<file path="config.mk">
export PLATFORM = sky130hd
export DESIGN_NAME = integer_to_radix_digits
export DESIGN_NICKNAME = d
export VERILOG_FILES = /design/src/rtl/i2r_pkg.sv /design/src/rtl/i2r_divider.sv /design/src/rtl/integer_to_radix_digits.sv
export SDC_FILE = /design/constraint.sdc
export NUM_CORES = 1
export LEC_CHECK = 0
export BUFFER_PORTS_ARGS = -buffer_cell sky130_fd_sc_hd__buf_2
export CORE_MARGIN = 1
export CORE_UTILIZATION = 40
export CTS_CLUSTER_SIZE = 16
export DETAILED_ROUTE_END_ITERATION = 7
export PLACE_DENSITY = 0.54
export RECOVER_POWER = 50
export SYNTH_ARGS = -nofsm -noshare
export SYNTH_HDL_FRONTEND = slang
export SYNTH_SLANG_ARGS = --single-unit
</file>
<file path="constraint.sdc">
create_clock -name clk -period 22.8 [get_ports clk]
set_input_delay 4.56 -clock clk [delete_from_list [all_inputs] [get_ports clk]]
set_output_delay 4.56 -clock clk [all_outputs]
set_load 0.02 [all_outputs]
</file>
<file path="src/rtl/i2r_pkg.sv">
// i2r_pkg: widths, character codes and helpers for the integer to radix digit converter
// no dependencies; imported by every module of the block
package i2r_pkg;

  localparam int VALUE_BITS = 64;
  localparam int RADIX_BITS = 6;
  localparam int CHAR_BITS  = 7;

  // divider retires this many quotient bits per clock
  localparam int STEP_BITS  = 8;
  localparam int DIV_STEPS  = (VALUE_BITS + STEP_BITS - 1) / STEP_BITS;
  localparam int WORD_BITS  = DIV_STEPS * STEP_BITS;
  localparam int CNT_BITS   = (DIV_STEPS > 1) ? $clog2(DIV_STEPS) : 1;

  localparam logic [RADIX_BITS-1:0] RADIX_MIN = RADIX_BITS'(2);
  localparam logic [RADIX_BITS-1:0] RADIX_MAX = RADIX_BITS'(36);

  localparam logic [RADIX_BITS-1:0] DIGIT_MAX  = RADIX_BITS'(9);
  localparam logic [CHAR_BITS-1:0]  LETTER_GAP = CHAR_BITS'(7);
  localparam logic [CHAR_BITS-1:0]  CH_ZERO    = CHAR_BITS'(48);
  localparam logic [CHAR_BITS-1:0]  CH_MINUS   = CHAR_BITS'(45);

  localparam logic [VALUE_BITS-1:0] SIGN_BIT = {1'b1, {(VALUE_BITS-1){1'b0}}};
  localparam logic [VALUE_BITS-1:0] MAX_MAG  = ~SIGN_BIT;

  typedef struct packed {
    logic                  done;
    logic [RADIX_BITS-1:0] rem;
  } div_status_t;

  function automatic logic [CHAR_BITS-1:0] digit_to_ascii(input logic [RADIX_BITS-1:0] d);
    logic [CHAR_BITS-1:0] c;
    c = CHAR_BITS'(d) + CH_ZERO;
    if (d > DIGIT_MAX) begin
      c = c + LETTER_GAP;
    end
    return c;
  endfunction

endpackage

</file>
<file path="src/rtl/i2r_divider.sv">
// i2r_divider: shared restoring divider, magnitude by radix, STEP_BITS quotient bits per clock
// depends on i2r_pkg
module i2r_divider
  import i2r_pkg::*;
(
  input  logic                  clk,
  input  logic                  rst,
  input  logic                  start,
  input  logic [VALUE_BITS-1:0] dividend,
  input  logic [RADIX_BITS-1:0] divisor,
  output logic [VALUE_BITS-1:0] quotient,
  output div_status_t           status
);

  logic                  active;
  logic                  done;
  logic [CNT_BITS-1:0]   cnt;
  logic [WORD_BITS-1:0]  word;
  logic [RADIX_BITS-1:0] rem;
  logic [RADIX_BITS-1:0] dvs;

  logic [WORD_BITS-1:0]  word_next;
  logic [RADIX_BITS-1:0] rem_next;
  logic [RADIX_BITS:0]   trial;

  // shift in one dividend bit, subtract when the partial remainder reaches the divisor
  always_comb begin
    word_next = word;
    rem_next  = rem;
    trial     = '0;
    for (int i = 0; i < STEP_BITS; i++) begin
      trial     = {rem_next, word_next[WORD_BITS-1]};
      word_next = {word_next[WORD_BITS-2:0], 1'b0};
      if (trial >= {1'b0, dvs}) begin
        trial        = trial - {1'b0, dvs};
        word_next[0] = 1'b1;
      end
      rem_next = trial[RADIX_BITS-1:0];
    end
  end

  always_ff @(posedge clk) begin
    if (rst) begin
      active <= 1'b0;
      done   <= 1'b0;
      cnt    <= '0;
    end else begin
      done <= 1'b0;
      if (start) begin
        active <= 1'b1;
        cnt    <= CNT_BITS'(DIV_STEPS - 1);
      end else if (active) begin
        cnt <= cnt - CNT_BITS'(1);
        if (cnt == '0) begin
          active <= 1'b0;
          done   <= 1'b1;
        end
      end
    end
  end

  always_ff @(posedge clk) begin
    if (start) begin
      word <= WORD_BITS'(dividend);
      rem  <= '0;
      dvs  <= divisor;
    end else if (active) begin
      word <= word_next;
      rem  <= rem_next;
    end
  end

  assign quotient    = word[VALUE_BITS-1:0];
  assign status.done = done;
  assign status.rem  = rem;

endmodule

</file>
<file path="src/rtl/integer_to_radix_digits.sv">
// integer_to_radix_digits: top level, sequencer around the shared radix divider
// depends on i2r_pkg and i2r_divider
//
//  channel  | handshake             | payload
//  ---------+-----------------------+---------------------------
//  request  | start in, busy out    | value[63:0], radix[5:0]
//  result   | strobe out, one cycle | digit_char[6:0], last
//
// each digit is one pass through the shared divider, which retires
// 8 quotient bits per clock; a negative value adds a final '-' character
// a request gives at most 63 binary digits and the sign
// busy is high from the accepting edge until the edge that shows the last character
// synchronous reset clears the sequencer and the strobe; results are never held off
module integer_to_radix_digits
  import i2r_pkg::*;
(
  input  logic                  clk,
  input  logic                  rst,
  input  logic                  start,
  output logic                  busy,
  input  logic [63:0]           value,
  input  logic [RADIX_BITS-1:0] radix,
  output logic                  strobe,
  output logic [CHAR_BITS-1:0]  digit_char,
  output logic                  last
);

  localparam logic [1:0] ST_IDLE = 2'd0;
  localparam logic [1:0] ST_RUN  = 2'd1;
  localparam logic [1:0] ST_SIGN = 2'd2;

  logic [1:0]            state;
  logic                  negative;
  logic [RADIX_BITS-1:0] base;

  logic [VALUE_BITS-1:0] v;
  logic                  v_neg;
  logic [VALUE_BITS-1:0] mag;
  logic [RADIX_BITS-1:0] radix_clamp;

  logic                  accept;
  logic                  div_start;
  logic [VALUE_BITS-1:0] div_dividend;
  logic [RADIX_BITS-1:0] div_divisor;
  logic [VALUE_BITS-1:0] quotient;
  div_status_t           div_st;
  logic                  more;

  assign v     = value[VALUE_BITS-1:0];
  assign v_neg = v[VALUE_BITS-1];

  // most negative value saturates to the largest magnitude
  always_comb begin
    if (!v_neg) begin
      mag = v;
    end else if (v == SIGN_BIT) begin
      mag = MAX_MAG;
    end else begin
      mag = ~v + VALUE_BITS'(1);
    end
  end

  always_comb begin
    if (radix < RADIX_MIN) begin
      radix_clamp = RADIX_MIN;
    end else if (radix > RADIX_MAX) begin
      radix_clamp = RADIX_MAX;
    end else begin
      radix_clamp = radix;
    end
  end

  assign busy         = (state != ST_IDLE);
  assign accept       = start && !busy;
  assign more         = (quotient != '0);
  assign div_start    = accept || ((state == ST_RUN) && div_st.done && more);
  assign div_dividend = (state == ST_IDLE) ? mag : quotient;
  assign div_divisor  = (state == ST_IDLE) ? radix_clamp : base;

  i2r_divider u_div (
    .clk      (clk),
    .rst      (rst),
    .start    (div_start),
    .dividend (div_dividend),
    .divisor  (div_divisor),
    .quotient (quotient),
    .status   (div_st)
  );

  always_ff @(posedge clk) begin
    if (rst) begin
      state  <= ST_IDLE;
      strobe <= 1'b0;
    end else begin
      strobe <= 1'b0;
      unique case (state)
        ST_IDLE: begin
          if (start) begin
            state <= ST_RUN;
          end
        end
        ST_RUN: begin
          if (div_st.done) begin
            strobe <= 1'b1;
            if (!more) begin
              state <= negative ? ST_SIGN : ST_IDLE;
            end
          end
        end
        ST_SIGN: begin
          strobe <= 1'b1;
          state  <= ST_IDLE;
        end
        default: begin
          state <= ST_IDLE;
        end
      endcase
    end
  end

  always_ff @(posedge clk) begin
    if (accept) begin
      negative <= v_neg;
      base     <= radix_clamp;
    end
    if (state == ST_RUN && div_st.done) begin
      digit_char <= digit_to_ascii(div_st.rem);
      last       <= !more && !negative;
    end else if (state == ST_SIGN) begin
      digit_char <= CH_MINUS;
      last       <= 1'b1;
    end
  end

endmodule

</file>
-- Word-level counts from Yosys, hierarchy flattened
Cells that the tools add are included.
W data, S select, Z words.
- output and inout bits: 10
- register bits after elaboration: 99
- input port bits: 73
- word-level logic and storage cells: 103
- $add $sub $neg: 12
- bitwise gates (word level): 2
- muxes and demuxes: 42
- magnitude comparators: 11
- reductions and logical operators: 17
- equality and inequality tests: 7
- operators with widths (operator ; count):
    $mux W64 ; 5
    $mux W6 ; 11
    $add A64 B1 Y64 const B ; 1
    $eq A64 B64 Y1 const B ; 1
    $not A64 Y64 ; 1
    $reduce_bool A64 Y1 ; 1
    $ge A7 B6 Y1 ; 8
    $sub A6 B6 Y6 ; 8
    $mux W7 ; 3
    $mux W1 ; 15
    $mux W2 ; 4
    $add A6 B6 Y7 const B ; 1
    $add A7 B3 Y7 const B ; 1
    $gt A6 B4 Y1 const B ; 1
    $gt A6 B6 Y1 const B ; 1
    $lt A6 B2 Y1 const B ; 1
    $mux W3 ; 2
    $reduce_bool A2 Y1 ; 3
    $logic_and A1 B1 Y1 ; 4
    $ne A2 B1 Y1 const B ; 2
    $ne A2 B2 Y1 const B ; 2
    $pmux W2 S2 ; 1
    $logic_not A1 Y1 ; 3
    $logic_not A3 Y1 ; 1
    other kinds (10) ; 10

-- Depth between registers and ports, before layout
- depth after elaboration: 18
- gate-level depth with buffers: 80
- depth with buffers taken out: 75

-- By module
Synthesis repeated with hierarchy kept, for this count alone.
- cell total of the unflattened synthesis: 1036
- area, all modules: 9502.9 um2
- modules (own cells, without submodules) (module ; cells each ; sequential area each (um2) ; instances ; area each (um2)):
    i2r_divider ; 549 ; 2322.2 ; 1 ; 6039.5
    integer_to_radix_digits ; 487 ; 510.5 ; 1 ; 3463.3

-- Worst setup path before layout
Ideal clock, no wire load.
- kind: register -> register
- start point: register u_div.dvs[1]
- end point: register u_div.rem[0]
- period minus slack after synthesis: 16.986 ns
- arrival: 16.916 ns
- setup time: 0.070 ns
- cell stages (with the launch flop): 77
- required time: 22.730 ns
- buffers on the path: 5
- path slack: 5.814 ns
- cells stage by stage: edfxtp_1 > inv_1 > fa_1 > a21o_1 > a21oi_1 > xor2_1 > o22a_1 > inv_1 > ha_1 > and3_1 > a211oi_1 > mux2i_1 > clkbuf_1 > mux2_2 > ha_1 > and4_1 > a2111oi_0 > a21o_1 > [... 41 more ...] > a21o_1 > a21o_1 > a211o_1 > a31o_2 > a311oi_1 > buf_2 > mux2i_1 > ha_1 > a21oi_1 > o21bai_1 > a21o_1 > a21oi_1 > o21ai_0 > a21oi_1 > o2111ai_1 > mux2_2 > mux2_2 > a21oi_1
- longest elaborated chain between the ends: 16
- elaborated cells on any way between the ends: 23
- those cells by class: 7 x add/sub; 8 x order compare; 8 x mux
- ends and longest elaborated chain (what ; line ; source):
    from (decl) ; i2r_divider.sv:20 ; logic [RADIX_BITS-1:0] dvs;
    from (signal assigned) ; i2r_divider.sv:66 ; dvs <= divisor;
    $sub A6 B6 Y6 / $ge A7 B6 Y1 (equally long branches) ; i2r_divider.sv:35, i2r_divider.sv:34 ;
    $mux W6 ; i2r_divider.sv:34 ; if (trial >= {1'b0, dvs}) begin
    $sub A6 B6 Y6 / $ge A7 B6 Y1 (equally long branches) ; i2r_divider.sv:35, i2r_divider.sv:34 ;
    $mux W6 ; i2r_divider.sv:34 ;
    $sub A6 B6 Y6 / $ge A7 B6 Y1 (equally long branches) ; i2r_divider.sv:35, i2r_divider.sv:34 ;
    $mux W6 ; i2r_divider.sv:34 ;
    $sub A6 B6 Y6 / $ge A7 B6 Y1 (equally long branches) ; i2r_divider.sv:35, i2r_divider.sv:34 ;
    $mux W6 ; i2r_divider.sv:34 ;
    $sub A6 B6 Y6 / $ge A7 B6 Y1 (equally long branches) ; i2r_divider.sv:35, i2r_divider.sv:34 ;
    $mux W6 ; i2r_divider.sv:34 ;
    $ge A7 B6 Y1 / $sub A6 B6 Y6 (equally long branches) ; i2r_divider.sv:34, i2r_divider.sv:35 ;
    $mux W6 ; i2r_divider.sv:34 ;
    $sub A6 B6 Y6 / $ge A7 B6 Y1 (equally long branches) ; i2r_divider.sv:35, i2r_divider.sv:34 ;
    $mux W6 ; i2r_divider.sv:34 ;
    $ge A7 B6 Y1 (*) ; i2r_divider.sv:34 ;
    $mux W6 (*) ; i2r_divider.sv:34 ;
    to (signal assigned) ; i2r_divider.sv:69 ; rem <= rem_next;
    to (decl) ; i2r_divider.sv:19 ; logic [RADIX_BITS-1:0] rem;
Every way passes the cells marked *; elsewhere a longest branch is shown, timed or not.
A chain may end at the register's enable or synchronous reset.

-- Worst setup path after layout
Ends and elaborated chain as after synthesis.

==> results.yml <==
global_route:
  use_met1: 0.275
  grt-ovfl-total: 0
  grt_start_max_net_pins: 86
  use_met3: 0.0303
  grt_pass1_wl_mm: 35.1
  busiest_layer: "met2"
  grt.total_usage: 0.207
  grt_pass1_vias: 6750
  antenna_found_initial: 0
  use_met2: 0.346
cells_and_area:
  final_net_count: 1124
  layout.area.seq_um2: 2830
  final_util: 0.458
  num_antenna_cells: 0
  mostFrequentLayoutCells: "nor2_1 (93), edfxtp_1 (85), buf_2 (69)"
  layout_commonest_cell: "nor2_1"
  drive_gt1_frac: 0.138
  multiInputGateArea_um2: 5230
  stdcell_count: 1260
  syn2layout_area_growth_pct: 11.6
  fill_cells: 2026
synthesis:
  synth.avg_cell_area_um2: 9.12
  yosysTopAreaCellShare: 0.305
  syn-num-nets: 1056
  synth_cells: 917
  synth-seq-cells: 99
  synth_edf_count: 85
  syn_area_um2: 8370
  synthDistinctLibCells: 72
  synthArstFlopShare: 0
  yosysWarningCount: 0
  synth_top_area_cell: "edfxtp_1"
  ys_top_cells_by_area: "edfxtp_1 (31%), ha_1 (8.7%), xor2_1 (6.7%)"
  synth_ff_type: "edfxtp_1"
  synth-seq-area-share: 0.339
timing:
  max_freq_ghz: 0.0533
  slew_violations: 133
  fin_worst_skew_ps: 6.55
  finalCriticalPeriod_ps: 18770
  setup_violations: 0
  final.period_utilization: 0.823
  hold-worst-slack_ps: 501
  tns_ps: 0
  grt_setup_unrepaired: "no"
  maxSlewHeadroom: -1.30
  hold_viol: 0
  worst_pin_slew_ps: 3450
die:
  dieWidth_um: 147
  die_y_um: 147
  die_area_um2: 21500
  rows: 52
  initial_core_util: 0.411
  fp.coreArea_um2: 20400
  ios: 83
cts:
  cts_tree: "done"
  ctsHoldBuffers: 0
  cts.htree.levels: 3
  clk_pin_slew_worst_paths_ps: 70
  clockBufferDepth: 2
  cts_sinks: 99
  cts_resized: 0
  clk_latency_ps: 350
  cts_setup_buffers: 0
  clockRootBuffer: "clkbuf_16"
  cts_made_buffers: 9
worst_setup_path:
  critical_path.max_fanout: 16
  required_ps: 23080
  r2r_start: "u_div.dvs[1]"
  rrSetupSlack_ps: 4030
  startpoint: "u_div.dvs[1]"
  crit_end: "u_div.rem[0]"
  end_kind: "register"
  worstPathArrival_ps: 19050
  critPathSlowestCell: "a211oi_1"
  cpPeakStageDelay_ps: 700
  start_kind: "register"
  critical_path_class: "register to register"
  reg2reg_to: "u_div.rem[0]"
  reg2reg_depth: 72
  crit_top_cell: "ha_1"
routing:
  wire_per_inst_um: 17.3
  first_pass_iters: 4
  ant_nets: 0
  routed_via_density: 5.58
  vias: 7034
  finalWirelength_mm: 21.8
  drt_iter0_drc: 303
  drc: 0
status:
  outcome: "complete, but fails checks"
  failed_checks: "capacitance limit, slew limit"
run:
  cap_violations: 2
placement:
  place_congestion: 0.927
  place_inst: 1244
  dp_hpwl_mm: 16.8
  io_buffers: 82
min_path:
  hold_class: "register to register"
  worstHoldStart: "state[1]"
==> stage by stage <==
step                      area [um^2]  setup WS (ps)
after floorplan                  8370           5810
after global placement           9070           4770
after detailed placement         9070           4210
after CTS                        9360           4110
after global routing             9340           2450
final                            9340           4030
==> metal layers <==
metal	share of wire	vias to the layer above
met5	0	-
met4	0.020	0
met3	0.032	27
met2	0.48	141
met1	0.47	3296
li1	-	3570
==> synth_stat cells (10+ instances only) <==
master / number
a21o_1: 15
a21oi_1: 65
a31oi_1: 30
clkbuf_1: 31
dfxtp_1: 14
edfxtp_1: 85
ha_1: 58
inv_1: 52
mux2_2: 24
mux2i_1: 13
nand2_1: 55
nor2_1: 93
nor2b_1: 15
nor4_1: 24
o21a_1: 13
o21ai_0: 58
o31ai_1: 24
or3_1: 10
xnor2_1: 22
xor2_1: 64
==> flip-flops by register name, indices dropped and copies added, names as in the netlist <==
register,flops
u_div.quotient,64
state,2
u_div.cnt,3
u_div.dvs,6
strobe,1
digit_char,7
u_div.done,1
u_div.active,1
negative,1
base,6
last,1
u_div.rem,6
==> final cells by class <==
cell class / count / share of cell area
Sequential cell: 99 / 0.303
Multi-Input combinational cell: 733 / 0.560
Tap cell: 270 / 0.0362
Clock inverter: 4 / 0.00295
Timing Repair Buffer: 90 / 0.0474
Inverter: 52 / 0.0209
Clock buffer: 12 / 0.0287
==> worst min path at each step <==
stage,slack [ps],endpoint,cells after the start
floorplan,460,state[1],2
global placement,490,state[1],2
detailed placement,490,state[1],2
CTS,500,state[1],2
global route,580,state[1],2
finish,500,state[1],2
==> cell families (layout without fill, tap and decap cells) <==
family | Yosys count | count (layout) | synth area share
compound gates | 268 | 268 | 0.210
xor+xnor | 86 | 86 | 0.0900
fa+ha+maj | 67 | 67 | 0.107
buf+inv | 85 | 158 | 0.0383
flops | 99 | 99 | 0.339
mux | 37 | 37 | 0.0479
simple gates | 275 | 275 | 0.168
==> critical path, delay by kind of cell (launching register included) <==
kind                     cells  cell delay, ps
AO/OA/AOI/OAI               38            9550
adder cells (fa/ha/maj)      8            2550
buffers and inverters        6            1020
flip-flops                   1             630
multiplexers                 8            2600
AND/OR/NAND/NOR             12            2310
Power is not shown: default switching activity piles up to over one toggle a cycle in this logic, so the estimate is an artifact.
